`config.mk`:
```
export PLATFORM = sky130hd
export DESIGN_NAME = fde_queue
export DESIGN_NICKNAME = d
export VERILOG_FILES = /design/src/rtl/core/fde_pkg.sv /design/src/rtl/core/fde_queue.sv
export SDC_FILE = /design/constraint.sdc
export NUM_CORES = 1
export LEC_CHECK = 0
export ABC_AREA = 1
export BUFFER_PORTS_ARGS = -buffer_cell sky130_fd_sc_hd__buf_2
export CAP_MARGIN = 10
export CORE_ASPECT_RATIO = 1.25
export CORE_MARGIN = 2
export CORE_UTILIZATION = 38
export DETAILED_ROUTE_END_ITERATION = 8
export HOLD_SLACK_MARGIN = 0.06
export SLEW_MARGIN = 15
export SYNTH_ARGS = -nofsm -noshare
export SYNTH_HDL_FRONTEND = slang
export SYNTH_SLANG_ARGS = --single-unit
```
`constraint.sdc`:
```
create_clock -name clk -period 13.9 [get_ports clk]
set_input_delay 0.695 -clock clk [delete_from_list [all_inputs] [get_ports clk]]
set_output_delay 0.695 -clock clk [all_outputs]
set_load 0.01 [all_outputs]
```
`src/rtl/core/fde_pkg.sv`:
```
// Shared types, command codes and shape tables for the framebuffer draw engine.
// No dependencies; every other file of the engine but fde_ram imports this package.
package fde_pkg;

    localparam int KIND_W  = 3;
    localparam int COORD_W = 13;
    localparam int COLOR_W = 16;
    localparam int MASK_W  = 16;
    localparam int FONT_W  = 5;
    localparam int POS_W   = 12;
    localparam int OP_W    = 3;
    localparam int STEP_W  = 3;

    localparam logic [FONT_W-1:0] FONT_WIDTH_RESET = 5'd8;
    localparam logic [FONT_W-1:0] GLYPH_COLS_MAX   = 5'd16;

    // Command kinds on the input channel
    localparam logic [KIND_W-1:0] KIND_FILL    = 3'd0;
    localparam logic [KIND_W-1:0] KIND_PIXEL   = 3'd1;
    localparam logic [KIND_W-1:0] KIND_RECT    = 3'd2;
    localparam logic [KIND_W-1:0] KIND_DIAMOND = 3'd3;
    localparam logic [KIND_W-1:0] KIND_GLYPH   = 3'd4;
    localparam logic [KIND_W-1:0] KIND_READ    = 3'd5;

    // Work codes passed from the front end to the back end
    localparam logic [OP_W-1:0] OP_ACK   = 3'd0;
    localparam logic [OP_W-1:0] OP_RECT  = 3'd1;
    localparam logic [OP_W-1:0] OP_DIAM  = 3'd2;
    localparam logic [OP_W-1:0] OP_GLYPH = 3'd3;
    localparam logic [OP_W-1:0] OP_READ  = 3'd4;

    localparam logic [STEP_W-1:0] DIAMOND_LAST = 3'd5;

    typedef logic [COORD_W-1:0] coord_t;

    // One classified command: region bounds are end-exclusive
    typedef struct packed {
        logic [OP_W-1:0]    op;
        coord_t             x0;
        coord_t             y0;
        coord_t             xe;
        coord_t             ye;
        logic [COLOR_W-1:0] color;
        logic [MASK_W-1:0]  mask;
    } desc_t;

    function automatic coord_t coord_min(input coord_t a, input coord_t b);
        coord_min = (a < b) ? a : b;
    endfunction

    // Diamond row start offset
    function automatic coord_t diamond_off(input logic [STEP_W-1:0] step);
        case (step)
            3'd0:    diamond_off = 13'd2;
            3'd1:    diamond_off = 13'd1;
            3'd2:    diamond_off = 13'd0;
            3'd3:    diamond_off = 13'd0;
            3'd4:    diamond_off = 13'd1;
            default: diamond_off = 13'd2;
        endcase
    endfunction

    // Diamond row span end offset (start offset plus length)
    function automatic coord_t diamond_end(input logic [STEP_W-1:0] step);
        case (step)
            3'd0:    diamond_end = 13'd4;
            3'd1:    diamond_end = 13'd5;
            3'd2:    diamond_end = 13'd6;
            3'd3:    diamond_end = 13'd6;
            3'd4:    diamond_end = 13'd5;
            default: diamond_end = 13'd4;
        endcase
    endfunction

endpackage

```
`src/rtl/core/fde_queue.sv`:
```
// Two-entry queue of work items between the front end and the back end.
// Depends on fde_pkg for the work item type.
module fde_queue (
    input  logic            clk,
    input  logic            rst_n,
    input  logic            push,
    input  fde_pkg::desc_t  push_desc,
    output logic            full,
    input  logic            pop,
    output fde_pkg::desc_t  head,
    output logic            empty
);
    import fde_pkg::*;

    desc_t       slot_reg [2];
    logic        wr_ptr_reg;
    logic        wr_ptr_next;
    logic        rd_ptr_reg;
    logic        rd_ptr_next;
    logic [1:0]  count_reg;
    logic [1:0]  count_next;

    assign full  = (count_reg == 2'd2);
    assign empty = (count_reg == 2'd0);
    assign head  = slot_reg[rd_ptr_reg];

    // Advance pointers and occupancy
    always_comb
    begin
        wr_ptr_next = push ? ~wr_ptr_reg : wr_ptr_reg;
        rd_ptr_next = pop ? ~rd_ptr_reg : rd_ptr_reg;
        count_next  = count_reg;
        if (push && !pop)
        begin
            count_next = count_reg + 2'd1;
        end
        else if (pop && !push)
        begin
            count_next = count_reg - 2'd1;
        end
    end

    always_ff @(posedge clk or negedge rst_n)
    begin
        if (!rst_n)
        begin
            wr_ptr_reg <= 1'b0;
            rd_ptr_reg <= 1'b0;
            count_reg  <= 2'd0;
        end
        else
        begin
            wr_ptr_reg <= wr_ptr_next;
            rd_ptr_reg <= rd_ptr_next;
            count_reg  <= count_next;
        end
    end

    // Store the pushed item
    always_ff @(posedge clk)
    begin
        if (push)
        begin
            slot_reg[wr_ptr_reg] <= push_desc;
        end
    end

endmodule

```
==> impl_metrics.py <==
metrics = {
    "placement": {
        "place_inst": 689,
        "portBuffers": 179,
        "gp_congestion": 0.680,
        "place_hpwl_mm": 8.06,
        "pre_cts_ws_ns": 11.06,
    },
    "synthesis": {
        "synth_nets": 388,
        "yosysTopAreaCellShare_pct": 79.6,
        "syn-instance-count": 296,
        "yosys_warnings": 0,
        "ys_types": 14,
        "ys_ff_latch": 178,
        "yosysSeqAreaShare_pct": 81.2,
        "synthTopCellsByArea": "edfxtp_1 (80%), mux2_2 (11%), mux2_4 (4.6%)",
        "synthesis.area_mm2": 0.00656,
        "post_synth.cell_area_avg_um2": 22.2,
        "yosysTopAreaCell": "edfxtp_1",
    },
    "timing": {
        "drv_slew": 0,
        "post-route-period-util_pct": 23.4,
        "final.min_clock_period_ns": 3.25,
        "slew_headroom_pct": 43.8,
        "setup_slack_ns": 10.65,
        "tightest_slew_ns": 0.842,
        "final_hold_viol_count": 0,
        "finalClockSkew_ns": 0.00633,
        "rsz0062_at_grt": "false",
        "setup_violations": 0,
        "fmax_ghz": 0.308,
        "tns_ns": 0,
    },
    "min_path": {
        "hold_path_class": "input port to flip-flop",
    },
    "global_routing": {
        "grt_antenna_before_repair": 1,
        "grt_overflow": 0,
        "grt_pass1_wl_mm": 17.9,
        "grt_max_degree": 48,
        "grt_pass1_vias": 3522,
        "track_usage_pct": 13.2,
    },
    "clocking": {
        "cts_root_buffer": "clkbuf_16",
        "path_clk_slew_ns": 0.07,
        "cts_resized": 0,
        "cts_setup_buffers": 0,
        "clk-insertion-delay-late_ns": 0.41,
        "cts_htree_levels": 4,
        "cts_tree": "built",
        "clk_path_buf_depth": 2,
        "cts.sinks": 178,
        "cts_buffers": 17,
        "hold_buffers": 1,
    },
    "route": {
        "antenna_left": 0,
        "drt-pass1-iter-count": 4,
        "drc": 0,
        "drt-total-wl_mm": 12.2,
        "vias": 3309,
        "routedWlPerCell_um": 16.8,
        "drt_first_iter_violations": 166,
        "vias_per_cell": 4.58,
    },
    "setup_path": {
        "slowest_delay_ns": 0.82,
        "crit_type": "flip-flop to primary output",
        "path_buf_inv": 2,
        "crit_slowest_cell": "dfrtp_4",
        "cp_top_family": "buffers and inverters",
        "worstPathArrival_ns": 2.55,
        "crit_chain": "buf_4 > mux2_2 > buf_2",
        "start_kind": "flip-flop",
        "worstPathRequired_ns": 13.20,
        "end_kind": "primary output",
        "crit_fanout": 47,
    },
    "final_layout": {
        "layout-drive-gt1-share_pct": 60.0,
        "largest_reg_flops": 174,
        "fin_cells": 723,
        "layout.cells.most_common": "buf_2",
        "post-route-util_pct": 48.9,
        "syn2layout_area_growth_pct": 25.4,
        "final_nets": 581,
        "final_cell_mix": "buf_2 (179), edfxtp_1 (174), mux2_2 (67), mux2_4 (20), clkbuf_16 (17)",
    },
    "pwr": {
        "ir_drop_mv": 0.130,
        "cellLeakagePower_uw": 0.00316,
        "powerDensity_mw_per_mm2": 198,
    },
    "die": {
        "initial_core_util_pct": 39.0,
        "core_area_mm2": 0.0168,
        "dieWidth_um": 122,
        "die_h_um": 151,
        "fp-row-count": 53,
        "ios": 180,
        "die_area_mm2": 0.0183,
    },
    "run_status": {
        "status": "finished clean",
    },
    "run": {
        "maxCapViolations": 0,
    },
}
cell usage after synthesis:
library cell and instances:
buf_2 6, xnor2_1 1, dfrtp_1 4, inv_1 7, edfxtp_1 174, buf_6 4, nand3_1 1, nand4_1 1
nor2_1 3, mux2_4 20, xor2_1 2, mux2_2 67, nand2_1 5, ha_1 1
metrics by stage:
| stage | cell area, µm² | hold slack (ns) | power [µW] |
|---|---|---|---|
| 2_1_floorplan | 6560 | 0.399 | 1070 |
| 3_3_place_gp | 7700 | 0.485 | 1230 |
| 3_5_place_dp | 7700 | 0.507 | 1240 |
| 4_1_cts | 8230 | 0.446 | 1660 |
| 5_1_grt | 8230 | 0.443 | 1720 |
| 6_report | 8230 | 0.469 | 1630 |
cells by family (layout without fill, tap and decap cells):
logic type,Yosys count,in the layout,synth area share [%]
xor+xnor,3,3,0.401
simple gates,10,10,0.629
flops,178,178,81.2
other cells,0,1,0
fa+ha+maj,1,1,0.191
buf+inv,17,223,1.54
mux,87,87,16.1
cell type report:
class | count | area, µm²
inverters | 7 | 27.5
repair buffers | 184 | 936
clock buffers | 17 | 425
well taps | 220 | 275
fillers | 1449 | 8610
diodes | 1 | 2.50
multi-input cells | 101 | 1140
flip-flops and latches | 178 | 5330
clock inverters | 15 | 92.6
path summary, 6_finish.rpt:
check | from | end | slack (ns) | cells past startpoint
min in group asynchronous | rst_n | rd_ptr_reg | 0.63 | 2
setup / recovery | rd_ptr_reg | head[27] | 10.65 | 3
setup reg to reg | wr_ptr_reg | slot_reg[1][72] | 11.75 | 3
max in group asynchronous | rst_n | rd_ptr_reg | 13.13 | 2
hold / removal | push_desc[34] | slot_reg[1][34] | 0.47 | 1
hold reg to reg | count_reg[1] | count_reg[1] | 0.54 | 2
report_power, final:
part	total (µW)	leakage, µW	switching [µW]	internal, µW
Sequential	764	0.00168	50.6	714
Combinational	449	0.00123	229	220
Clock	419	0.000250	192	226
metal layers:
| metal | part of all wire [%] | vias up | wire length, µm | GRT usage (%) |
|---|---|---|---|---|
| li1 | - | 1550 | - | - |
| met1 | 37 | 1642 | 4520 | 14.0 |
| met2 | 54 | 112 | 6610 | 23.7 |
| met3 | 7.6 | 5 | 931 | 5.27 |
| met4 | 0.94 | 0 | 114 | 4.89 |
| met5 | 0 | - | 0 | 0 |
(Power assumes the default switching activity.)
