$ cat src/rtl/core/fde_pkg.sv
// Shared types, command codes and shape tables for the framebuffer draw engine.
// No dependencies; every other file of the engine but fde_ram imports this package.
package fde_pkg;

    localparam int KIND_W  = 3;
    localparam int COORD_W = 13;
    localparam int COLOR_W = 16;
    localparam int MASK_W  = 16;
    localparam int FONT_W  = 5;
    localparam int POS_W   = 12;
    localparam int OP_W    = 3;
    localparam int STEP_W  = 3;

    localparam logic [FONT_W-1:0] FONT_WIDTH_RESET = 5'd8;
    localparam logic [FONT_W-1:0] GLYPH_COLS_MAX   = 5'd16;

    // Command kinds on the input channel
    localparam logic [KIND_W-1:0] KIND_FILL    = 3'd0;
    localparam logic [KIND_W-1:0] KIND_PIXEL   = 3'd1;
    localparam logic [KIND_W-1:0] KIND_RECT    = 3'd2;
    localparam logic [KIND_W-1:0] KIND_DIAMOND = 3'd3;
    localparam logic [KIND_W-1:0] KIND_GLYPH   = 3'd4;
    localparam logic [KIND_W-1:0] KIND_READ    = 3'd5;

    // Work codes passed from the front end to the back end
    localparam logic [OP_W-1:0] OP_ACK   = 3'd0;
    localparam logic [OP_W-1:0] OP_RECT  = 3'd1;
    localparam logic [OP_W-1:0] OP_DIAM  = 3'd2;
    localparam logic [OP_W-1:0] OP_GLYPH = 3'd3;
    localparam logic [OP_W-1:0] OP_READ  = 3'd4;

    localparam logic [STEP_W-1:0] DIAMOND_LAST = 3'd5;

    typedef logic [COORD_W-1:0] coord_t;

    // One classified command: region bounds are end-exclusive
    typedef struct packed {
        logic [OP_W-1:0]    op;
        coord_t             x0;
        coord_t             y0;
        coord_t             xe;
        coord_t             ye;
        logic [COLOR_W-1:0] color;
        logic [MASK_W-1:0]  mask;
    } desc_t;

    function automatic coord_t coord_min(input coord_t a, input coord_t b);
        coord_min = (a < b) ? a : b;
    endfunction

    // Diamond row start offset
    function automatic coord_t diamond_off(input logic [STEP_W-1:0] step);
        case (step)
            3'd0:    diamond_off = 13'd2;
            3'd1:    diamond_off = 13'd1;
            3'd2:    diamond_off = 13'd0;
            3'd3:    diamond_off = 13'd0;
            3'd4:    diamond_off = 13'd1;
            default: diamond_off = 13'd2;
        endcase
    endfunction

    // Diamond row span end offset (start offset plus length)
    function automatic coord_t diamond_end(input logic [STEP_W-1:0] step);
        case (step)
            3'd0:    diamond_end = 13'd4;
            3'd1:    diamond_end = 13'd5;
            3'd2:    diamond_end = 13'd6;
            3'd3:    diamond_end = 13'd6;
            3'd4:    diamond_end = 13'd5;
            default: diamond_end = 13'd4;
        endcase
    endfunction

endpackage

$ cat src/rtl/core/fde_if.sv


interface fde_rsp_if;
    import fde_pkg::*;
    logic               valid;
    logic               ready;
    logic [COLOR_W-1:0] read_value;
    logic               read_in_range;

    modport source (output valid, read_value, read_in_range, input ready);
    modport sink   (input valid, read_value, read_in_range, output ready);
endinterface

$ cat src/rtl/core/fde_back.sv
// Back end: walks each work item one pixel per cycle into the frame RAM,
// serves reads, and holds the result in an output register.
// Depends on fde_pkg and the fde_rsp_if interface.
module fde_back #(
    parameter int DISPLAY_WIDTH  = 160,
    parameter int DISPLAY_HEIGHT = 128,
    parameter int AW             = 15
) (
    input  logic                         clk,
    input  logic                         rst_n,
    input  logic                         q_empty,
    input  fde_pkg::desc_t               q_head,
    output logic                         q_pop,
    output logic                         ram_wr_en,
    output logic [AW-1:0]                ram_wr_addr,
    output logic [fde_pkg::COLOR_W-1:0]  ram_wr_data,
    output logic                         ram_rd_en,
    output logic [AW-1:0]                ram_rd_addr,
    input  logic [fde_pkg::COLOR_W-1:0]  ram_rd_data,
    fde_rsp_if.source                    rsp
);
    import fde_pkg::*;

    localparam int COL_W = (DISPLAY_WIDTH > 1) ? $clog2(DISPLAY_WIDTH) : 1;
    localparam int ROW_W = (DISPLAY_HEIGHT > 1) ? $clog2(DISPLAY_HEIGHT) : 1;
    localparam coord_t W_C = COORD_W'(DISPLAY_WIDTH);
    localparam coord_t H_C = COORD_W'(DISPLAY_HEIGHT);

    localparam logic [1:0] S_IDLE = 2'd0;
    localparam logic [1:0] S_WALK = 2'd1;
    localparam logic [1:0] S_READ = 2'd2;
    localparam logic [1:0] S_DONE = 2'd3;

    logic [1:0]          state_reg;
    logic [1:0]          state_next;
    desc_t               desc_reg;
    desc_t               desc_next;
    coord_t              row_reg;
    coord_t              row_next;
    coord_t              col_reg;
    coord_t              col_next;
    coord_t              ce_reg;
    coord_t              ce_next;
    logic [STEP_W-1:0]   step_reg;
    logic [STEP_W-1:0]   step_next;
    logic [MASK_W-1:0]   mask_reg;
    logic [MASK_W-1:0]   mask_next;
    logic                hit_reg;
    logic                hit_next;
    logic                out_valid_reg;
    logic                out_valid_next;
    logic [COLOR_W-1:0]  out_value_reg;
    logic [COLOR_W-1:0]  out_value_next;
    logic                out_hit_reg;
    logic                out_hit_next;

    logic                in_range;
    logic                pix_on;
    logic [AW-1:0]       pix_addr;
    coord_t              col_inc;
    coord_t              row_inc;
    logic [STEP_W-1:0]   step_inc;

    assign in_range = (row_reg < H_C) && (col_reg < W_C);
    assign pix_on   = (desc_reg.op == OP_GLYPH) ? mask_reg[MASK_W-1] : 1'b1;
    assign pix_addr = AW'(row_reg[ROW_W-1:0]) * AW'(DISPLAY_WIDTH)
                      + AW'(col_reg[COL_W-1:0]);
    assign col_inc  = col_reg + 13'd1;
    assign row_inc  = row_reg + 13'd1;
    assign step_inc = step_reg + 3'd1;

    // Frame RAM access
    assign ram_wr_en   = (state_reg == S_WALK) && in_range && pix_on;
    assign ram_wr_addr = pix_addr;
    assign ram_wr_data = desc_reg.color;
    assign ram_rd_en   = (state_reg == S_READ) && in_range;
    assign ram_rd_addr = pix_addr;

    assign q_pop = (state_reg == S_IDLE) && !q_empty;

    assign rsp.valid         = out_valid_reg;
    assign rsp.read_value    = out_value_reg;
    assign rsp.read_in_range = out_hit_reg;

    // Sequence one work item
    always_comb
    begin
        state_next     = state_reg;
        desc_next      = desc_reg;
        row_next       = row_reg;
        col_next       = col_reg;
        ce_next        = ce_reg;
        step_next      = step_reg;
        mask_next      = mask_reg;
        hit_next       = hit_reg;
        out_valid_next = out_valid_reg && !rsp.ready;
        out_value_next = out_value_reg;
        out_hit_next   = out_hit_reg;
        case (state_reg)
            S_IDLE:
            begin
                if (!q_empty)
                begin
                    desc_next = q_head;
                    row_next  = q_head.y0;
                    col_next  = q_head.x0;
                    ce_next   = q_head.xe;
                    step_next = '0;
                    mask_next = q_head.mask;
                    hit_next  = 1'b0;
                    case (q_head.op)
                        OP_RECT:
                        begin
                            state_next = ((q_head.x0 < q_head.xe) && (q_head.y0 < q_head.ye))
                                         ? S_WALK : S_DONE;
                        end
                        OP_GLYPH:
                        begin
                            state_next = (q_head.x0 < q_head.xe) ? S_WALK : S_DONE;
                        end
                        OP_DIAM:
                        begin
                            col_next   = q_head.x0 + diamond_off('0);
                            ce_next    = q_head.x0 + diamond_end('0);
                            state_next = S_WALK;
                        end
                        OP_READ:
                        begin
                            state_next = S_READ;
                        end
                        default:
                        begin
                            state_next = S_DONE;
                        end
                    endcase
                end
            end
            S_WALK:
            begin
                mask_next = {mask_reg[MASK_W-2:0], 1'b0};
                col_next  = col_inc;
                // End of a span: next row, next diamond step, or finish
                if (col_inc == ce_reg)
                begin
                    case (desc_reg.op)
                        OP_RECT:
                        begin
                            if (row_inc == desc_reg.ye)
                            begin
                                state_next = S_DONE;
                            end
                            else
                            begin
                                row_next = row_inc;
                                col_next = desc_reg.x0;
                            end
                        end
                        OP_DIAM:
                        begin
                            if (step_reg == DIAMOND_LAST)
                            begin
                                state_next = S_DONE;
                            end
                            else
                            begin
                                step_next = step_inc;
                                row_next  = row_inc;
                                col_next  = desc_reg.x0 + diamond_off(step_inc);
                                ce_next   = desc_reg.x0 + diamond_end(step_inc);
                            end
                        end
                        default:
                        begin
                            state_next = S_DONE;
                        end
                    endcase
                end
            end
            S_READ:
            begin
                hit_next   = in_range;
                state_next = S_DONE;
            end
            S_DONE:
            begin
                // Hand the result to the output register once it is free
                if (!out_valid_reg || rsp.ready)
                begin
                    out_valid_next = 1'b1;
                    out_value_next = hit_reg ? ram_rd_data : '0;
                    out_hit_next   = hit_reg;
                    state_next     = S_IDLE;
                end
            end
            default:
            begin
                state_next = S_IDLE;
            end
        endcase
    end

    always_ff @(posedge clk or negedge rst_n)
    begin
        if (!rst_n)
        begin
            state_reg     <= S_IDLE;
            hit_reg       <= 1'b0;
            out_valid_reg <= 1'b0;
            out_hit_reg   <= 1'b0;
        end
        else
        begin
            state_reg     <= state_next;
            hit_reg       <= hit_next;
            out_valid_reg <= out_valid_next;
            out_hit_reg   <= out_hit_next;
        end
    end

    // Walk and result payload
    always_ff @(posedge clk)
    begin
        desc_reg      <= desc_next;
        row_reg       <= row_next;
        col_reg       <= col_next;
        ce_reg        <= ce_next;
        step_reg      <= step_next;
        mask_reg      <= mask_next;
        out_value_reg <= out_value_next;
    end

endmodule

$ cat src/flat_wrapper.sv
// flat-port wrapper written by rule: the top's interface ports become plain ports
module fde_back_flat import fde_pkg::*;
#(
    parameter int DISPLAY_WIDTH  = 160,
    parameter int DISPLAY_HEIGHT = 128,
    parameter int AW             = 15
)
  (clk, rst_n, q_empty, q_head, q_pop, ram_wr_en, ram_wr_addr, ram_wr_data, ram_rd_en, ram_rd_addr, ram_rd_data, rsp_valid, rsp_read_value, rsp_read_in_range, rsp_ready);
  fde_rsp_if rsp_i ();
  input  logic clk;
  input  logic rst_n;
  input  logic q_empty;
  input  fde_pkg::desc_t q_head;
  output logic q_pop;
  output logic ram_wr_en;
  output logic [AW-1:0] ram_wr_addr;
  output logic [fde_pkg::COLOR_W-1:0] ram_wr_data;
  output logic ram_rd_en;
  output logic [AW-1:0] ram_rd_addr;
  input  logic [fde_pkg::COLOR_W-1:0] ram_rd_data;
  output wire logic [$bits(rsp_i.valid)-1:0] rsp_valid;
  output wire logic [$bits(rsp_i.read_value)-1:0] rsp_read_value;
  output wire logic [$bits(rsp_i.read_in_range)-1:0] rsp_read_in_range;
  input wire logic [$bits(rsp_i.ready)-1:0] rsp_ready;
  assign rsp_valid = rsp_i.valid;
  assign rsp_read_value = rsp_i.read_value;
  assign rsp_read_in_range = rsp_i.read_in_range;
  assign rsp_i.ready = rsp_ready;
  fde_back #(.DISPLAY_WIDTH(DISPLAY_WIDTH), .DISPLAY_HEIGHT(DISPLAY_HEIGHT), .AW(AW)) u_core (.clk(clk), .rst_n(rst_n), .q_empty(q_empty), .q_head(q_head), .q_pop(q_pop), .ram_wr_en(ram_wr_en), .ram_wr_addr(ram_wr_addr), .ram_wr_data(ram_wr_data), .ram_rd_en(ram_rd_en), .ram_rd_addr(ram_rd_addr), .ram_rd_data(ram_rd_data), .rsp(rsp_i));
endmodule
$ cat config.mk
export PLATFORM = sky130hd
export DESIGN_NAME = fde_back_flat
export DESIGN_NICKNAME = d
export VERILOG_FILES = /design/src/rtl/core/fde_pkg.sv /design/src/rtl/core/fde_if.sv /design/src/rtl/core/fde_back.sv /design/src/flat_wrapper.sv
export SDC_FILE = /design/constraint.sdc
export NUM_CORES = 1
export LEC_CHECK = 0
export ABC_AREA = 1
export BUFFER_PORTS_ARGS = -buffer_cell sky130_fd_sc_hd__buf_2
export CAP_MARGIN = 15
export CORE_MARGIN = 2
export CORE_UTILIZATION = 41
export CTS_CLUSTER_SIZE = 10
export DETAILED_ROUTE_END_ITERATION = 7
export HOLD_SLACK_MARGIN = 0.15
export SETUP_SLACK_MARGIN = 0.3
export SKIP_LAST_GASP = 1
export SLEW_MARGIN = 10
export SYNTH_ARGS = -nofsm -noshare
export SYNTH_HDL_FRONTEND = slang
export SYNTH_SLANG_ARGS = --single-unit
$ cat constraint.sdc
create_clock -name clk -period 3.85 [get_ports clk]
set_input_delay 0.385 -clock clk [delete_from_list [all_inputs] [get_ports clk]]
set_output_delay 0.385 -clock clk [all_outputs]
set_load 0.1 [all_outputs]
==> key figures <==
Clocking
  – CTS tree: yes
  – Clock Tree Buf Depth: 2
  – Clock network latency to the later pin of the worst-skew pair: between 0.4 and 0.5 ns
  – Clk sink count: around 120
  – H-tree depth: 4
  – Clock root cell: clkbuf_16
  – Total CTS buffers: 17
  – Reg clk slew, reported paths: 0.06 ns

Final layout
  – Share of post-route cells with drive strength above 1: 0.210
  – Post-route cell area: 11200 um2
  – Max reg flops: 29
  – Diodes inserted: 0
  – Final core occ: 0.515
  – Nets@finish: approximately 1500
  – Reg area: around 3700 um2
  – Layout overhead on the synthesized area: 23.3%
  – Multi-input gate area: around 4500 um2
  – Fill cell count: between 2000 and 2500

Global route
  – Initial antenna violation count: 0
  – GR Util All Layers: 0.200
  – First-pass GRT wire length: roughly 37 mm
  – Largest net degree at the start of global routing: 67
  – Vias in the first global route: ~7400
  – GRT Residual Overflow: 0

Routing
  – DRC viols: 0
  – Vias: roughly 8000
  – Vias per std cell: 4.89
  – Pre-antenna DRT Iters: 5
  – Initial detailed-routing violation count: between 400 and 500
  – Post-route ant nets: 0
  – Post-DR wirelength/cell: 14.4 um
  – WL final: between 20 and 25 mm

Synth
  – Mapped Nets: ~1300
  – Main synth FF type: edfxtp_1
  – Synth area leader: edfxtp_1
  – Synthesized cell area: ~9100 um2
  – Distinct cells, synth: 48
  – Top-count cell post-synth: nand2_1
  – Top-area cell type share of the netlist area: 0.392
  – Post-Syn Instances: 1171
  – Yosys warnings: 0
  – Flops & latches, synth: 124
  – Syn Area/Cell: 7.78 um2
  – Synth area leaders: edfxtp_1 (39%), nand2_1 (13%), inv_1 (7.4%)
  – Post-synthesis sequential area ratio: 0.406
  – Synth cell count leaders: nand2_1 (317), inv_1 (179), edfxtp_1 (119), nor2_1 (94), nand3_1 (85)
  – Number of flops mapped to enable cells by yosys: about 120
  – Async S/R FF share, synth: 0.0403

Die
  – Boundary pin count: between 150 and 200
  – Die H: between 150 and 200 um
  – Core area: between 20000 and 25000 um2
  – Initial Util: 0.417
  – Die width: ~150 um
  – Die area: approximately 23000 um2
  – Num rows: between 50 and 60

STA
  – Max Clock Skew: ~0.0096 ns
  – Max frequency: around 290 MHz
  – Pin slew with the least headroom to its limit: ~0.77 ns
  – Min Tclk post-route: ~3.4 ns
  – RSZ-0062 raised after global routing: false
  – Final hold vios: 0
  – Setup violators final: 0
  – Final worst path period share: 0.890
  – Setup TNS: 0 ns
  – Slew Limit Fails: 0
  – Relative slew margins: 0.484

Place
  – Port bufs: ~170
  – Placer congestion estimate: 0.875
  – Post-DP HPWL: 18.2 mm
  – Post-place instance area: 10200 um2

Run status
  – Outcome: completed

Hold path
  – Hold Path Class: primary input to register

Worst setup path
  – Worst EP arrival: between 3 and 4 ns
  – Worst-path fanout max: 3
  – Critical Path Sink Type: output port
  – Startpoint types: register
  – Critical path type: register to output port
  – CP required: roughly 3.5 ns

Flow run
  – Max Cap Viol: 0
-- what timing repair did --
item / in CTS / in global routing
gates resized for setup: 8 / 9
endpoints found under the setup margin: 8 / 10
setup buffers: 2 / 3
hold buffers: 26 / 0
hold endpoints to repair: 30 / 0
-- cell type report --
class	instances	share of cell area
clock buffer	17	0.0379
tap	280	0.0312
timing repair buffer	216	0.119
multi-input combinational	811	0.404
sequential	124	0.329
inverter	181	0.0605
clock inverter	15	0.0177
-- critical path, stage by stage (launching register included) --
cell,delay [ns]
edfxtp_1,0.41
ha_1,0.32
ha_1,0.23
fa_1,0.43
xor2_2,0.29
nand3_2,0.24
nor3_4,0.32
xnor2_4,0.18
buf_12,0.20
-- metrics by stage --
step	setup slack (ns)	hold WS, ns	cells
2_1_floorplan	-0.242	0.0894	1171
3_3_place_gp	0.464	0.207	1581
3_5_place_dp	0.437	0.213	1581
4_1_cts	0.300	0.157	1641
5_1_grt	0.285	0.161	1644
6_report	0.422	0.173	1644
-- cells in the final DEF (no fill, tap or decap), drive strengths merged --
cell type      n
nand2        332
buf          190
inv          189
edfxtp       119
nor2         109
nand3         90
o21ai         71
ha            52
a21oi         41
dlygate4sd3   26
nor3          19
nand4         18
clkbuf        17
xor2          17
xnor2          9
nand3b         7
a31oi          6
or2            5
dfrtp          5
and2           4
o211ai         4
o22ai          4
fa             4
o21bai         3
a22oi          3
nor4           3
bufinv         3
clkinv         3
o221ai         2
a21boi         2
a21o           1
nor3b          1
a32o           1
and3           1
a221oi         1
a32oi          1
clkinvlp       1
-- kinds of logic after synthesis --
kind of cell / after synthesis / synth area share
AND/OR/NAND/NOR: 589 / 0.290
adder cells (fa/ha/maj): 56 / 0.0802
buffers and inverters: 236 / 0.113
XOR/XNOR: 26 / 0.0258
AO/OA/AOI/OAI: 140 / 0.0845
flip-flops: 124 / 0.406
-- per-layer routing --
layer | GRT usage | vias up | wire length (um)
met3 | 0.0323 | 15 | 1180
met2 | 0.325 | 235 | 10800
met4 | 0.0406 | 0 | 233
met1 | 0.284 | 3624 | 11400
met5 | 0 | - | 0
li1 | - | 4164 | -
-- final timing paths --
| kind | startpoint | to | slack (ns) | cells past startpoint |
|---|---|---|---|---|
| worst max-delay path | u_core.row_reg[1] | ram_wr_addr[13] | 0.42 | 8 |
| worst min-delay path | q_head[42] | u_core.desc_reg[42] | 0.17 | 1 |
| worst max register to register | u_core.step_reg[0] | u_core.col_reg[11] | 0.63 | 22 |
| worst min register to register | u_core.rsp.read_in_range | u_core.rsp.read_in_range | 0.51 | 2 |
| max in group asynchronous | rst_n | u_core.state_reg[0] | 3.39 | 2 |
| min in group asynchronous | rst_n | u_core.hit_reg | 0.32 | 2 |
Power is not shown: default switching activity piles up to over one toggle a cycle in this logic, so the estimate is an artifact.
