**src/rtl/core/fde_pkg.sv**
```systemverilog
// Shared types, command codes and shape tables for the framebuffer draw engine.
// No dependencies; every other file of the engine but fde_ram imports this package.
package fde_pkg;

    localparam int KIND_W  = 3;
    localparam int COORD_W = 13;
    localparam int COLOR_W = 16;
    localparam int MASK_W  = 16;
    localparam int FONT_W  = 5;
    localparam int POS_W   = 12;
    localparam int OP_W    = 3;
    localparam int STEP_W  = 3;

    localparam logic [FONT_W-1:0] FONT_WIDTH_RESET = 5'd8;
    localparam logic [FONT_W-1:0] GLYPH_COLS_MAX   = 5'd16;

    // Command kinds on the input channel
    localparam logic [KIND_W-1:0] KIND_FILL    = 3'd0;
    localparam logic [KIND_W-1:0] KIND_PIXEL   = 3'd1;
    localparam logic [KIND_W-1:0] KIND_RECT    = 3'd2;
    localparam logic [KIND_W-1:0] KIND_DIAMOND = 3'd3;
    localparam logic [KIND_W-1:0] KIND_GLYPH   = 3'd4;
    localparam logic [KIND_W-1:0] KIND_READ    = 3'd5;

    // Work codes passed from the front end to the back end
    localparam logic [OP_W-1:0] OP_ACK   = 3'd0;
    localparam logic [OP_W-1:0] OP_RECT  = 3'd1;
    localparam logic [OP_W-1:0] OP_DIAM  = 3'd2;
    localparam logic [OP_W-1:0] OP_GLYPH = 3'd3;
    localparam logic [OP_W-1:0] OP_READ  = 3'd4;

    localparam logic [STEP_W-1:0] DIAMOND_LAST = 3'd5;

    typedef logic [COORD_W-1:0] coord_t;

    // One classified command: region bounds are end-exclusive
    typedef struct packed {
        logic [OP_W-1:0]    op;
        coord_t             x0;
        coord_t             y0;
        coord_t             xe;
        coord_t             ye;
        logic [COLOR_W-1:0] color;
        logic [MASK_W-1:0]  mask;
    } desc_t;

    function automatic coord_t coord_min(input coord_t a, input coord_t b);
        coord_min = (a < b) ? a : b;
    endfunction

    // Diamond row start offset
    function automatic coord_t diamond_off(input logic [STEP_W-1:0] step);
        case (step)
            3'd0:    diamond_off = 13'd2;
            3'd1:    diamond_off = 13'd1;
            3'd2:    diamond_off = 13'd0;
            3'd3:    diamond_off = 13'd0;
            3'd4:    diamond_off = 13'd1;
            default: diamond_off = 13'd2;
        endcase
    endfunction

    // Diamond row span end offset (start offset plus length)
    function automatic coord_t diamond_end(input logic [STEP_W-1:0] step);
        case (step)
            3'd0:    diamond_end = 13'd4;
            3'd1:    diamond_end = 13'd5;
            3'd2:    diamond_end = 13'd6;
            3'd3:    diamond_end = 13'd6;
            3'd4:    diamond_end = 13'd5;
            default: diamond_end = 13'd4;
        endcase
    endfunction

endpackage

```
**src/rtl/core/fde_if.sv**
```systemverilog
// Valid/ready channel interfaces for draw commands and their results.
// Depends on fde_pkg for field widths.
interface fde_cmd_if;
    import fde_pkg::*;
    logic               valid;
    logic               ready;
    logic [KIND_W-1:0]  kind;
    logic [POS_W-1:0]   pos_x;
    logic [POS_W-1:0]   pos_y;
    logic [POS_W-1:0]   rect_width;
    logic [POS_W-1:0]   rect_height;
    logic [COLOR_W-1:0] pixel_color;
    logic [MASK_W-1:0]  glyph_bits;

    modport source (output valid, kind, pos_x, pos_y, rect_width, rect_height,
                    pixel_color, glyph_bits, input ready);
    modport sink   (input valid, kind, pos_x, pos_y, rect_width, rect_height,
                    pixel_color, glyph_bits, output ready);
endinterface


```
**src/rtl/core/fde_front.sv**
```systemverilog
// Front end: accepts draw commands and turns each into a work item, clipping rectangle extents.
// Depends on fde_pkg and the fde_cmd_if interface.
module fde_front #(
    parameter int DISPLAY_WIDTH  = 160,
    parameter int DISPLAY_HEIGHT = 128
) (
    fde_cmd_if.sink                     cmd,
    input  logic [fde_pkg::FONT_W-1:0]  font_width,
    input  logic                        q_full,
    output logic                        push,
    output fde_pkg::desc_t              push_desc
);
    import fde_pkg::*;

    localparam coord_t W_C = COORD_W'(DISPLAY_WIDTH);
    localparam coord_t H_C = COORD_W'(DISPLAY_HEIGHT);

    coord_t             x;
    coord_t             y;
    coord_t             glyph_cols;
    logic [FONT_W-1:0]  cols_clip;

    // Accept whenever the queue has room
    assign cmd.ready = !q_full;
    assign push      = cmd.valid && !q_full;

    assign x          = {1'b0, cmd.pos_x};
    assign y          = {1'b0, cmd.pos_y};
    assign cols_clip  = (font_width > GLYPH_COLS_MAX) ? GLYPH_COLS_MAX : font_width;
    assign glyph_cols = COORD_W'(cols_clip);

    // Classify the command and clip the extent of a fill, pixel or rectangle
    always_comb
    begin
        push_desc.op    = OP_ACK;
        push_desc.x0    = x;
        push_desc.y0    = y;
        push_desc.xe    = x;
        push_desc.ye    = y;
        push_desc.color = cmd.pixel_color;
        push_desc.mask  = cmd.glyph_bits;
        case (cmd.kind)
            KIND_FILL:
            begin
                push_desc.op = OP_RECT;
                push_desc.x0 = '0;
                push_desc.y0 = '0;
                push_desc.xe = W_C;
                push_desc.ye = H_C;
            end
            KIND_PIXEL:
            begin
                push_desc.op = OP_RECT;
                push_desc.xe = coord_min(x + 13'd1, W_C);
                push_desc.ye = coord_min(y + 13'd1, H_C);
            end
            KIND_RECT:
            begin
                push_desc.op = OP_RECT;
                push_desc.xe = coord_min(x + {1'b0, cmd.rect_width}, W_C);
                push_desc.ye = coord_min(y + {1'b0, cmd.rect_height}, H_C);
            end
            KIND_DIAMOND:
            begin
                push_desc.op = OP_DIAM;
            end
            KIND_GLYPH:
            begin
                push_desc.op = OP_GLYPH;
                push_desc.xe = x + glyph_cols;
            end
            KIND_READ:
            begin
                push_desc.op = OP_READ;
            end
            default:
            begin
                push_desc.op = OP_ACK;
            end
        endcase
    end

endmodule

```
**src/flat_wrapper.sv**
```systemverilog
// flat-port wrapper written by rule: the top's interface ports become plain ports
module fde_front_flat import fde_pkg::*;
#(
    parameter int DISPLAY_WIDTH  = 160,
    parameter int DISPLAY_HEIGHT = 128
)
  (font_width, q_full, push, push_desc, cmd_valid, cmd_kind, cmd_pos_x, cmd_pos_y, cmd_rect_width, cmd_rect_height, cmd_pixel_color, cmd_glyph_bits, cmd_ready);
  fde_cmd_if cmd_i ();
  input  logic [fde_pkg::FONT_W-1:0] font_width;
  input  logic q_full;
  output logic push;
  output fde_pkg::desc_t push_desc;
  input wire logic [$bits(cmd_i.valid)-1:0] cmd_valid;
  input wire logic [$bits(cmd_i.kind)-1:0] cmd_kind;
  input wire logic [$bits(cmd_i.pos_x)-1:0] cmd_pos_x;
  input wire logic [$bits(cmd_i.pos_y)-1:0] cmd_pos_y;
  input wire logic [$bits(cmd_i.rect_width)-1:0] cmd_rect_width;
  input wire logic [$bits(cmd_i.rect_height)-1:0] cmd_rect_height;
  input wire logic [$bits(cmd_i.pixel_color)-1:0] cmd_pixel_color;
  input wire logic [$bits(cmd_i.glyph_bits)-1:0] cmd_glyph_bits;
  output wire logic [$bits(cmd_i.ready)-1:0] cmd_ready;
  assign cmd_i.valid = cmd_valid;
  assign cmd_i.kind = cmd_kind;
  assign cmd_i.pos_x = cmd_pos_x;
  assign cmd_i.pos_y = cmd_pos_y;
  assign cmd_i.rect_width = cmd_rect_width;
  assign cmd_i.rect_height = cmd_rect_height;
  assign cmd_i.pixel_color = cmd_pixel_color;
  assign cmd_i.glyph_bits = cmd_glyph_bits;
  assign cmd_ready = cmd_i.ready;
  fde_front #(.DISPLAY_WIDTH(DISPLAY_WIDTH), .DISPLAY_HEIGHT(DISPLAY_HEIGHT)) u_core (.cmd(cmd_i), .font_width(font_width), .q_full(q_full), .push(push), .push_desc(push_desc));
endmodule
```
**config.mk**
```make
export PLATFORM = sky130hd
export DESIGN_NAME = fde_front_flat
export DESIGN_NICKNAME = d
export VERILOG_FILES = /design/src/rtl/core/fde_pkg.sv /design/src/rtl/core/fde_if.sv /design/src/rtl/core/fde_front.sv /design/src/flat_wrapper.sv
export SDC_FILE = /design/constraint.sdc
export NUM_CORES = 1
export LEC_CHECK = 0
export ABC_AREA = 1
export BUFFER_PORTS_ARGS = -buffer_cell sky130_fd_sc_hd__buf_4
export CORE_MARGIN = 10
export CORE_UTILIZATION = 51
export DETAILED_ROUTE_END_ITERATION = 8
export PLACE_DENSITY_LB_ADDON = 0.25
export SLEW_MARGIN = 10
export SYNTH_ARGS = -nofsm -noshare
export SYNTH_HDL_FRONTEND = slang
export SYNTH_SLANG_ARGS = --single-unit
```
**constraint.sdc**
```tcl
create_clock -name vclk -period 6.56
set_input_delay 0.984 -clock vclk [all_inputs]
set_output_delay 0.984 -clock vclk [all_outputs]
set_load 0.02 [all_outputs]
```
==> impl_results.md, run 1 <==
* Die width at 99.4 um
* Final Hold Fails at 0
* Post-Syn Area per Cell at 5.33 um2
* Wire per inst at about 14 um
* Postcts setup bufs at 0
* Nets@finish at 806
* Crit path launch: font_width[3]
* Final TNS setup at 0 ps
* Yosys Warn Count at 0
* Post-DRT Antenna Nets at 0
* Global-route usage over all layers at 0.204
* Pwr Density at around 85 mW/mm2
* Critical Path Source Type: primary input
* Syn-to-layout area delta at 21.0%
* CLK BUF at 0
* Req. time, crit path at ~5600 ps
* Pleak at 2.22 nW
* Total of max-cap violations at 0
* Hold Buf Count CTS at 0
* Seq Cell Count at 0
* Mapped Cells at 603
* Starting Density at 0.534
* Sequential area share after synthesis at 0
* Post-synth top area share at 0.184
* Via count at 4112
* Pin count of the biggest net entering global routing at 17
* Initial antenna violation count at 0
* Netlist Area Pre-Place at 0.00322 mm2
* DRT iter0 DRCs at 210
* Synth cell types at 40
* Resized Gates After CTS at 0
* Area of the multi-input gates at 0.00258 mm2
* RD Place Congestion at 0.989
* # rows at 28
* Avg Vias per Cell at 5.45
* IO buf count at ~110
* Post-Route Utilization at 0.646
* DRC viols at 0
* Setup violators final at 0
* Period utilization at 0.630
* Post-DP HPWL at 9.27 mm
* Crit path max fanout at 4
* Layout filler cell count at 603
* WS Path Type: primary input to output port
* RSZ-0062 raised after global routing: no
* CP Capture Type: output port
* IO Count at 179
* Post-Route WL at 10.7 mm
* Ant diodes at 0
* Die area at 0.00988 mm2
* Final min period at 4130 ps
* Worst Hold Class: primary input to output port
* Vias in the first global route at around 4000
* Max Slew Vio Count at 0
* WP data arrival at 3150 ps
* Grt total ovfl at 0
* Fraction of layout cells with a size suffix above 1 at 0.215
* Min-delay src: cmd_glyph_bits[12]
* Status: complete, no violations
* Die Y at 99.4 um
* Pre-antenna DRT Iters at 5
* Total core area at 0.00603 mm2
* Yosys top cell by area: nand2_1
* Fmax at approximately 0.24 GHz
* First-pass GRT wire length at 17.9 mm
* Area contributors post-synth: nand2_1 (18%), ha_1 (12%), inv_1 (11%), nand3_1 (10%), nor2_1 (10%)
* Peak supply drop at 48.4 uV
* FF/Latch Area at 0 um2
-- worst max-delay path, cell delays in order --
cell	delay [ps]
buf_4	110
nor3_1	170
nand2_1	60
a21boi_0	170
ha_1	250
fa_1	210
nand2_1	60
inv_1	60
o21ai_0	70
nand2_1	80
nand2_1	70
nand2_1	80
nand2_1	70
nor2_1	190
nand2_1	90
xor2_1	150
o22ai_1	110
buf_4	170
-- through the flow --
step / std cells / instance area, um2 / total power (W) / setup slack (ps) / hold WS (ps)
after floorplan: 605 / 3220 / 0.000239 / 2690 / 2040
after global placement: 755 / 3890 / 0.000320 / 2530 / 1970
after global routing: 755 / 3890 / 0.000368 / 2160 / 1970
after detailed placement: 755 / 3890 / 0.000326 / 2440 / 1970
after CTS: 755 / 3890 / 0.000328 / 2430 / 1970
final: 755 / 3890 / 0.000330 / 2430 / 1970
-- power breakdown --
group | internal, W | switching (W)
Sequential | 0 | 0
Combinational | 0.000127 | 0.000203
Clock | 0 | 0
Total | 0.000127 | 0.000203
-- cell usage after synthesis (2+ instances only) --
master and n:
a21boi_0 2, a21oi_1 32, a21oi_2 4, a21oi_4 2
buf_4 36, clkbuf_1 2, fa_1 3, ha_1 31
inv_1 90, inv_2 6, nand2_1 158, nand2_2 3
nand3_1 65, nand3b_1 8, nand4_1 14, nor2_1 86
nor2_2 2, nor2_4 7, nor3_1 5, nor3b_1 2
o21ai_0 15, o22ai_1 2, xnor2_1 2, xor2_1 10
-- worst paths after layout --
path / endpoint / slack (ps) / depth (start not counted)
worst max-delay path: push_desc[55] / 2430 / 18
worst min-delay path: push_desc[12] / 1970 / 0
-- metal layers --
layer  GRT usage  vias to the layer above  share of wire
li1            -                     2048              -
met1       0.256                     1849           0.43
met2       0.342                      176           0.45
met3      0.0360                       39          0.084
met4      0.0673                        0          0.030
met5           0                        -              0
-- final cells by class --
cell class                      count  share of cell area
Multi-Input combinational cell    470               0.664
Inverter                           97              0.0936
Timing Repair Buffer              113               0.218
Tap cell                           75              0.0241
-- cells in the final DEF, fill, tap and decap left out, types with 2 or more instances in the layout --
| cell | count |
|---|---|
| nand3_1 | 65 |
| nor2_4 | 7 |
| nor3_1 | 5 |
| a21boi_0 | 2 |
| a21oi_4 | 2 |
| a21oi_2 | 4 |
| ha_1 | 31 |
| nor3b_1 | 2 |
| buf_4 | 113 |
| o21ai_0 | 15 |
| nor2_1 | 85 |
| nand2_1 | 158 |
| xor2_1 | 10 |
| nand2_2 | 3 |
| inv_2 | 6 |
| inv_1 | 90 |
| o22ai_1 | 2 |
| xnor2_1 | 2 |
| fa_1 | 3 |
| nor2_2 | 3 |
| a21oi_1 | 32 |
| conb_1 | 3 |
| nand4_1 | 14 |
| nand3b_1 | 8 |
-- cell families (layout without fill, tap and decap cells) --
kind of cell / count (synthesis) / after routing / synth area share
xor gates and xnor gates: 13 / 13 / 0.0377
other: 1 / 3 / 0.00117
and+or+nand+nor: 356 / 356 / 0.499
buffers and inverters: 135 / 210 / 0.200
adders and majority gates: 34 / 34 / 0.139
AOI/OAI and AO/OA: 64 / 64 / 0.123
(Power assumes the default switching activity.)
==> inputs of run 2 (changes only) <==
Settings changed: CORE_UTILIZATION 51 to 43.
Clock period 6.56 ns to 3.4 ns, I/O delays scaled along.
==> impl_results.md, run 2 (synthesis results as in run 1) <==
* Ant diodes at 0 (unchanged)
* Die Y at 106 um (was 99.4 um)
* DRT iter0 DRCs at 248 (was 210)
* Min-delay src: cmd_glyph_bits[0] (was cmd_glyph_bits[12])
* Nets@finish at 807 (was 806)
* RD Place Congestion at 0.965 (was 0.989)
* Most frequent cells in the layout: nand2_1 (158), buf_4 (114), inv_1 (90) (was nand2_1 (158), buf_4 (113), inv_1 (90))
* Global-route usage over all layers at 0.178 (was 0.204)
* First-pass GRT wire length at 17.7 mm (was 17.9 mm)
* Placed Instances at 780 (was 755)
* Post-Route Utilization at 0.543 (was 0.646)
* Total core area at 0.00725 mm2 (was 0.00603 mm2)
* Finished Layout Cells at 780 (was 755)
* CP Capture Type: output port (unchanged)
* Post-DRT Antenna Nets at 0 (unchanged)
* Avg Vias per Cell at 5.03 (was 5.45)
* Wire per inst at 13.8 um (was 14.1 um)
* Area of the multi-input gates at 0.00259 mm2 (was 0.00258 mm2)
* Pre-antenna DRT Iters at 4 (was 5)
* Die width at 106 um (was 99.4 um)
* Starting Density at 0.443 (was 0.534)
* FF/Latch Area at 0 um2 (unchanged)
* Pin count of the biggest net entering global routing at 26 (was 17)
* Status: complete, no violations (unchanged)
* Critical Path Source Type: primary input (unchanged)
* Most common cell after layout, fill and taps aside: nand2_1 (unchanged)
* Postcts setup bufs at 0 (unchanged)
* Fmax at ~0.32 GHz
* Total of max-cap violations at 0 (unchanged)
* Syn-to-layout area delta at 22.4% (was 21.0%)
* Die area at 0.0113 mm2 (was 0.00988 mm2)
* IO Count at 179 (unchanged)
* Final Hold Fails at 0 (unchanged)
* Layout filler cell count at 772 (was 603)
* Fraction of layout cells with a size suffix above 1 at 0.220 (was 0.215)
* Crit path max fanout at 8 (was 4)
* Grt total ovfl at 0 (unchanged)
* Max Slew Vio Count at 0 (unchanged)
* Post-Route WL at 10.7 mm (about the same)
* Min-Delay Path Depth at 0 (unchanged)
* Pleak at 2.22 nW (about the same)
* RSZ-0062 raised after global routing: yes (was no)
* CLK BUF at 0 (unchanged)
* WP data arrival at 2650 ps (was 3150 ps)
* Hold path endpoint: push_desc[0] (was push_desc[12])
* WS Path Type: primary input to output port (unchanged)
* Pwr Density at 162 mW/mm2 (was 84.9 mW/mm2)
* Setup violators final at 0 (unchanged)
* Via count at 3922 (was 4112)
* Vias in the first global route at 3818 (was 3979)
* # rows at 31 (was 28)
* Period utilization at 0.929
* Initial antenna violation count at 0 (unchanged)
* DRC viols at 0 (unchanged)
* Final min period at 3160 ps
* Peak supply drop at 73.8 uV (was 48.4 uV)
* IO buf count at 112 (unchanged)
* Worst Hold Class: primary input to output port (unchanged)
* Post-DP HPWL at 9.23 mm (was 9.27 mm)
* Req. time, crit path at 2890 ps (was 5580 ps)
* Seq Cell Count at 0 (unchanged)
[run 2: cell type report]
cell class	count	share of cell area
repair buffers	114	0.217
multi-input cells	470	0.659
inverters	97	0.0925
well taps	99	0.0315
[run 2: worst max-delay path: stages]
cell and delay [ps]:
buf_4 140, ha_1 200, inv_1 60, fa_1 350, inv_1 100, nand2_1 70, nand2_1 100, nand3_1 100
nand2_1 70, nand2_1 50, nand2_1 80, a21oi_1 80, nor2_2 220, nand3_1 180, a21oi_2 190, buf_4 160
[run 2: routing by layer]
metal | track usage | share of wire
met1 | 0.235 | 0.46
met2 | 0.310 | 0.45
met3 | 0.0223 | 0.077
met4 | 0.0135 | 0.0083
met5 | 0 | 0
[run 2: worst max path at each step]
stage	start	end	slack (ps)	depth (start not counted)
CTS	font_width[3]	push_desc[55]	160	18
global placement	font_width[3]	push_desc[55]	300	18
detailed placement	font_width[3]	push_desc[55]	170	18
global route	cmd_pos_x[0]	push_desc[49]	-30	16
finish	cmd_pos_x[0]	push_desc[49]	240	16
floorplan	font_width[3]	push_desc[55]	480	16
[run 2: timing repair]
item / CTS / global route
endpoints found under the hold margin: 0 / 0
setup endpoints to repair: 0 / 7
hold buffers: 0 / 0
resized for setup: 0 / 4
[run 2: metrics by stage]
step / power (W) / hold WS, ps / area [um2] / setup TNS (ps) / worst slack (ps)
2_1_floorplan: 0.000462 / 1100 / 3220 / 0 / 476
3_3_place_gp: 0.000628 / 1020 / 3930 / 0 / 303
3_5_place_dp: 0.000632 / 1020 / 3930 / 0 / 171
4_1_cts: 0.000635 / 1020 / 3930 / 0 / 163
5_1_grt: 0.000709 / 1020 / 3940 / -56.8 / -26.3
6_report: 0.000637 / 1020 / 3940 / 0 / 241
[run 2: power by group]
group	leakage, nW	total, W	switching, W	internal (W)
combinational	2.22	0.000637	0.000391	0.000246
sequential	0	0	0	0
clock	0	0	0	0
total	2.22	0.000637	0.000391	0.000246
